<file path="config.mk">
export PLATFORM = sky130hd
export DESIGN_NAME = skt_ctrl
export DESIGN_NICKNAME = d
export VERILOG_FILES = /design/src/assert_macros.svh /design/src/skt_pkg.sv /design/src/skt_ctrl.sv
export SDC_FILE = /design/constraint.sdc
export NUM_CORES = 1
export LEC_CHECK = 0
export BUFFER_PORTS_ARGS = -buffer_cell sky130_fd_sc_hd__buf_2
export CAP_MARGIN = 5
export CORE_AREA = 3 3 40 42
export CTS_CLUSTER_SIZE = 16
export DETAILED_ROUTE_END_ITERATION = 16
export DIE_AREA = 0 0 43 45
export HOLD_SLACK_MARGIN = 0.08
export PLACE_DENSITY = 0.67
export SLEW_MARGIN = 25
export SYNTH_ARGS = -nofsm -noshare
export SYNTH_HDL_FRONTEND = slang
export SYNTH_SLANG_ARGS = --single-unit
</file>
<file path="constraint.sdc">
create_clock -name i_clk -period 2.28 [get_ports i_clk]
set_clock_uncertainty 0.2 [all_clocks]
set_input_delay 0.456 -clock i_clk [delete_from_list [all_inputs] [get_ports i_clk]]
set_output_delay 0.456 -clock i_clk [all_outputs]
set_load 0.005 [all_outputs]
</file>
<file path="src/assert_macros.svh">
// Assertion macros for the sorted key table datapath.
`ifndef ASSERT_MACROS_SVH
`define ASSERT_MACROS_SVH

// Clocked assertion, disabled while reset is low.
`define SKT_ASSERT(lbl, clk, rst_n, prop, msg) \
    lbl: assert property (@(posedge clk) disable iff (!rst_n) (prop)) else $error(msg);

// Clocked assertion that also holds during reset.
`define SKT_ASSERT_ALWAYS(lbl, clk, prop, msg) \
    lbl: assert property (@(posedge clk) (prop)) else $error(msg);

`endif

</file>
<file path="src/skt_pkg.sv">
// Shared constants, codes and control structs of the sorted key table.
package skt_pkg;

    localparam int CAPACITY_DEF = 256;
    localparam int KEY_BITS_DEF = 32;

    localparam int REQ_W     = 2;
    localparam int KEYIN_W   = 32;
    localparam int HANDLE_W  = 32;
    localparam int RUNTIME_W = 16;
    localparam int DISP_W    = 8;
    localparam int STATUS_W  = 3;
    localparam int POS_W     = 8;

    localparam logic [REQ_W-1:0] REQ_INSERT = 2'd0;
    localparam logic [REQ_W-1:0] REQ_LOOKUP = 2'd1;
    localparam logic [REQ_W-1:0] REQ_CLEAR  = 2'd2;

    localparam logic [STATUS_W-1:0] ST_INSERTED = 3'd0;
    localparam logic [STATUS_W-1:0] ST_UPDATED  = 3'd1;
    localparam logic [STATUS_W-1:0] ST_FULL     = 3'd2;
    localparam logic [STATUS_W-1:0] ST_HIT      = 3'd3;
    localparam logic [STATUS_W-1:0] ST_INACTIVE = 3'd4;
    localparam logic [STATUS_W-1:0] ST_OOR      = 3'd5;
    localparam logic [STATUS_W-1:0] ST_CLEARED  = 3'd6;

    // Commands from the controller to the datapath.
    typedef struct packed {
        logic ready;       // take a request word this cycle if offered
        logic srch_read;   // read key and slot at the next midpoint
        logic srch_cmp;    // narrow the search window
        logic hit;         // rewrite the matched slot, stage "updated"
        logic full_res;    // stage "full"
        logic shift_init;  // point the shift at the entry count
        logic shift_step;  // move one entry up
        logic place;       // write the new key and slot, bump the count
        logic look_res;    // stage the lookup result
        logic oor_res;     // stage "out of range"
        logic clr_step;    // zero one slot
        logic clr_res;     // stage "cleared"
        logic push;        // move the staged result to the output register
    } t_cmd;

    // Status from the datapath to the controller.
    typedef struct packed {
        logic             in_valid;
        logic [REQ_W-1:0] req;
        logic             open;       // search window not empty
        logic             key_eq;     // key matches the entry read
        logic             full;
        logic             oor;        // lookup index past the count
        logic             dst_gt_lo;  // more entries to shift
        logic             pend;       // shift write outstanding
        logic             clr_more;   // more slots to clear
        logic             out_free;   // output register can take a word
    } t_stat;

endpackage

</file>
<file path="src/skt_ctrl.sv">
// Controller state machine of the sorted key table.
module skt_ctrl (
    input  logic          i_clk,
    input  logic          i_rst_n,
    input  skt_pkg::t_stat i_stat,
    output skt_pkg::t_cmd  o_cmd
);
    import skt_pkg::*;

    localparam logic [3:0] S_IDLE   = 4'd0;
    localparam logic [3:0] S_DECODE = 4'd1;
    localparam logic [3:0] S_SRCH   = 4'd2;
    localparam logic [3:0] S_CMP    = 4'd3;
    localparam logic [3:0] S_MISS   = 4'd4;
    localparam logic [3:0] S_SHIFT  = 4'd5;
    localparam logic [3:0] S_LOOK   = 4'd6;
    localparam logic [3:0] S_CLR    = 4'd7;
    localparam logic [3:0] S_DONE   = 4'd8;

    logic [3:0] r_state;
    logic [3:0] n_state;

    always_ff @(posedge i_clk) begin
        if (!i_rst_n) begin
            r_state <= S_IDLE;
        end else begin
            r_state <= n_state;
        end
    end

    always_comb begin
        o_cmd   = '0;
        n_state = r_state;
        unique case (r_state)
            S_IDLE: begin
                o_cmd.ready = 1'b1;
                if (i_stat.in_valid) begin
                    n_state = S_DECODE;
                end
            end
            S_DECODE: begin
                unique case (i_stat.req)
                    REQ_INSERT: n_state = S_SRCH;
                    REQ_LOOKUP: begin
                        if (i_stat.oor) begin
                            o_cmd.oor_res = 1'b1;
                            n_state       = S_DONE;
                        end else begin
                            n_state = S_LOOK;
                        end
                    end
                    REQ_CLEAR: n_state = S_CLR;
                    default:   n_state = S_IDLE;   // unknown request: drop
                endcase
            end
            S_SRCH: begin
                if (i_stat.open) begin
                    o_cmd.srch_read = 1'b1;
                    n_state         = S_CMP;
                end else begin
                    n_state = S_MISS;
                end
            end
            S_CMP: begin
                o_cmd.srch_cmp = 1'b1;
                if (i_stat.key_eq) begin
                    o_cmd.hit = 1'b1;
                    n_state   = S_DONE;
                end else begin
                    n_state = S_SRCH;
                end
            end
            S_MISS: begin
                if (i_stat.full) begin
                    o_cmd.full_res = 1'b1;
                    n_state        = S_DONE;
                end else begin
                    o_cmd.shift_init = 1'b1;
                    n_state          = S_SHIFT;
                end
            end
            S_SHIFT: begin
                if (i_stat.dst_gt_lo || i_stat.pend) begin
                    o_cmd.shift_step = 1'b1;
                end else begin
                    o_cmd.place = 1'b1;
                    n_state     = S_DONE;
                end
            end
            S_LOOK: begin
                o_cmd.look_res = 1'b1;
                n_state        = S_DONE;
            end
            S_CLR: begin
                if (i_stat.clr_more) begin
                    o_cmd.clr_step = 1'b1;
                end else begin
                    o_cmd.clr_res = 1'b1;
                    n_state       = S_DONE;
                end
            end
            S_DONE: begin
                if (i_stat.out_free) begin
                    o_cmd.push = 1'b1;
                    n_state    = S_IDLE;
                end
            end
            default: n_state = S_IDLE;
        endcase
    end
endmodule

</file>
==> reports/qor_table.md <==
| Metric | Reported |
|---|---|
| Post-synthesis instance area | 467 sq um |
| Ranking of synthesized cells by instance count | 9 x sky130_fd_sc_hd__nor2_1, 4 x sky130_fd_sc_hd__dfxtp_1, 4 x sky130_fd_sc_hd__nand2_1, 4 x sky130_fd_sc_hd__nor4_1 |
| Sort of element at the end of the critical path | primary output |
| Largest area contributor in the netlist | sky130_fd_sc_hd__dfxtp_1 |
| DRC Markers | 0 |
| Top-count cell post-synth | sky130_fd_sc_hd__nor2_1 |
| Worst r2r path cells | 4 |
| Number of distinct standard cells referenced by the synthesized netlist | 32 |
| Placed Cells | 99 |
| Antenna-violating nets left | 0 |
| Worst vdd rail ir drop | 265 uV |
| Row count | 13 |
| Number of sinks on the clock net | 4 |
| Most used flip-flop cell after synthesis | sky130_fd_sc_hd__dfxtp_1 |
| CP Data Required Time | 1620 ps |
| Top-level I/O count | 26 |
| Vias per cell | 5.36 |
| Number of flip-flops in the largest register | 4 |
| Detailed route wirelength on metal3 | 98 um |
| Post-route setup TNS | 0 ps |
| Syn_nets | 76 |
| Maximum number of pins on one net before global-route repair | 14 |
| Summed area of non-filler cells in the final layout | 604 sq um |
| Post-place instance area | 582 sq um |
| Number of port buffers | 25 |
| Setup Crit Path Kind | flip-flop to primary output |
| Power per Cell Area | 570 mW/mm^2 |
| Startpoint types | flip-flop |
| Root Buffer | sky130_fd_sc_hd__clkbuf_4 |
| Slack of the worst reg-to-reg path | 710 ps |
| Post-synthesis cell count | 63 |
| Final max-slew violation count | 0 |
| Largest cells by area after synthesis | sky130_fd_sc_hd__dfxtp_1 17%, sky130_fd_sc_hd__nor2_1 7.2%, sky130_fd_sc_hd__nor4_1 5.4% |
| Net count reported at finish | 102 |
| Number of flops mapped to enable cells by yosys | 0 |
| Starting utilization of the core area | 36.3% |
| Number of hold buffers added after cts | 0 |
| Total via count in the routed design | 547 |
| Clock tree from TritonCTS | done |
| Share of synthesized area occupied by flip-flops and latches | 17.2% |
| Ant. Diodes | 0 |
| Via count of the first global-routing pass | 451 |
| Overall die area | 0.00194 sq mm |
| Minimum clock period | 2100 ps |
| Biggest register | r_state |
| Register bit total from synthesis | 4 |
| Hold Vio Cnt, Final | 0 |
| Number of cells traversed by the worst hold path | 2 |
| Clock Path Buffers | 2 |
| Antenna violations before repair | 0 |
| Core Box Area | 0.00128 sq mm |
| Die width | 43 um |
| Per-instance average area after synthesis | 7.41 sq um |
| # Post-CTS Setup Buffers | 0 |
| Total length of routed wires | 1190 um |
| Worst slack at placement | 438 ps |
| Registers with the most flip-flops | r_state: 4 flops |
| Fill cell instance count of the final layout | 130 |
| Outcome | complete, no violations |
| First-pass GRT wire length | 1930 um |
| Wire per inst | 11.7 um |
| Total routed wire length on the met1 layer | 514 um |
| Portion of synthesized cell area occupied by the leading cell type | 17.2% |
| Worst Max-Slew Pin Slew | 397 ps |
| Crit-path max FO | 12 |
| Total global routing overflow | 0 |
| Post-CTS clock slew at the launch and capture registers of the worst setup and hold paths | 40 ps |
| Number of buffers created by CTS | 3 |
| Setup-failing EPs final | 0 |
| Area Overhead vs Synth | 29.5% |
| Sum of net half-perimeters after detailed placement | 965 um |
| RSZ-0062 raised after global routing | no |
| Global-route usage over all layers | 13.5% |
| Skew-Pair Late Insertion Delay | 230 ps |
| Final weighted congestion of routability-driven global placement | 0.794 |
| Max Clock Freq | 477 MHz |
| Highest metal used | met4 |
| Non-filler instance count after layout | 102 |
| Overall die height | 45 um |
| DRC violation total after the first TritonRoute iteration | 18 |
| CTS H-Tree Depth | 1 |
| Setup slack of the critical path after layout | 182 ps |
| Wire length on met2 | 562 um |
| Worst min-delay path class | primary input to flip-flop |
| Synth async-reset ratio | 0% |
| WP data arrival | 1440 ps |
| Drt first pass iters | 4 |
| Share of layout cells above drive strength 1 | 42.5% |
| Resized Gates After CTS | 0 |
| Number of max-cap violations | 0 |
| Slew margin rel. | 73.5% |
| Post-route fraction of the period consumed by the critical path | 92.0% |
| YS warnings | 0 |
| Leakage power summed over all cells | 0.287 nW |
==> where the power goes <==
part | switching (mW) | internal (mW)
sequential | 0.0361 | 0.0828
combinational | 0.0669 | 0.0738
clock | 0.0262 | 0.0587
total | 0.129 | 0.215
==> area by class of cell <==
type | count | area [sq um] | share of cell area (%)
Clock buffer | 3 | 22.5 | 3.73
Multi-Input combinational cell | 53 | 347 | 57.3
Tap cell | 15 | 18.8 | 3.11
Inverter | 1 | 3.75 | 0.621
Sequential cell | 4 | 80.1 | 13.3
Timing Repair Buffer | 26 | 133 | 21.9
==> routing by layer <==
layer / vias up / track usage, %
met2: 21 / 21.9
met4: 0 / 7.23
met5: - / 0
met3: 2 / 4.38
met1: 244 / 15.9
li1: 280 / -
==> cells by family after synthesis <==
group,count (synthesis),synth area share [%]
buffers and inverters,6,8.58
multiplexers,1,2.14
AND/OR/NAND/NOR,41,55.2
AO/OA/AOI/OAI,11,16.9
flip-flops,4,17.2
==> worst max-delay path, stage by stage, from the launching register on <==
cell and delay, ps:
sky130_fd_sc_hd__dfxtp_1 540, sky130_fd_sc_hd__nand2_2 100, sky130_fd_sc_hd__or2_1 260, sky130_fd_sc_hd__nor4_1 160
sky130_fd_sc_hd__buf_2 150
==> metrics by stage <==
stage / hold WS [ps] / util, % / power, mW
global route: 310 / 47.0 / 0.378
CTS: 290 / 47.0 / 0.353
global placement: 484 / 45.3 / 0.260
floorplan: 374 / - / 0.226
detailed placement: 497 / 45.3 / 0.260
finish: 302 / 47.0 / 0.344
==> path summary, 6_finish.rpt <==
path	from	end
worst min register to register	r_state[3]	r_state[3]
worst max-delay path	r_state[2]	o_cmd[5]
worst min-delay path	i_rst_n	r_state[2]
worst max register to register	r_state[1]	r_state[0]
==> cells in the final DEF, fill, tap and decap left out, drive strengths merged <==
cell type	synthesis	layout
a21oi	3	3
and2	1	1
and3	3	3
and4bb	1	1
buf	5	26
clkbuf	0	3
dfxtp	4	4
inv	1	1
mux2i	1	1
nand2	5	5
nand2b	2	2
nand3	1	1
nand3b	1	1
nand4b	1	1
nor2	10	10
nor2b	3	3
nor3	3	3
nor3b	3	3
nor4	5	5
nor4b	1	1
o21a	2	2
o21ai	2	2
o31a	2	2
o31ai	1	1
o32ai	1	1
or2	1	1
No activity file was read; power rests on OpenSTA's default activity.
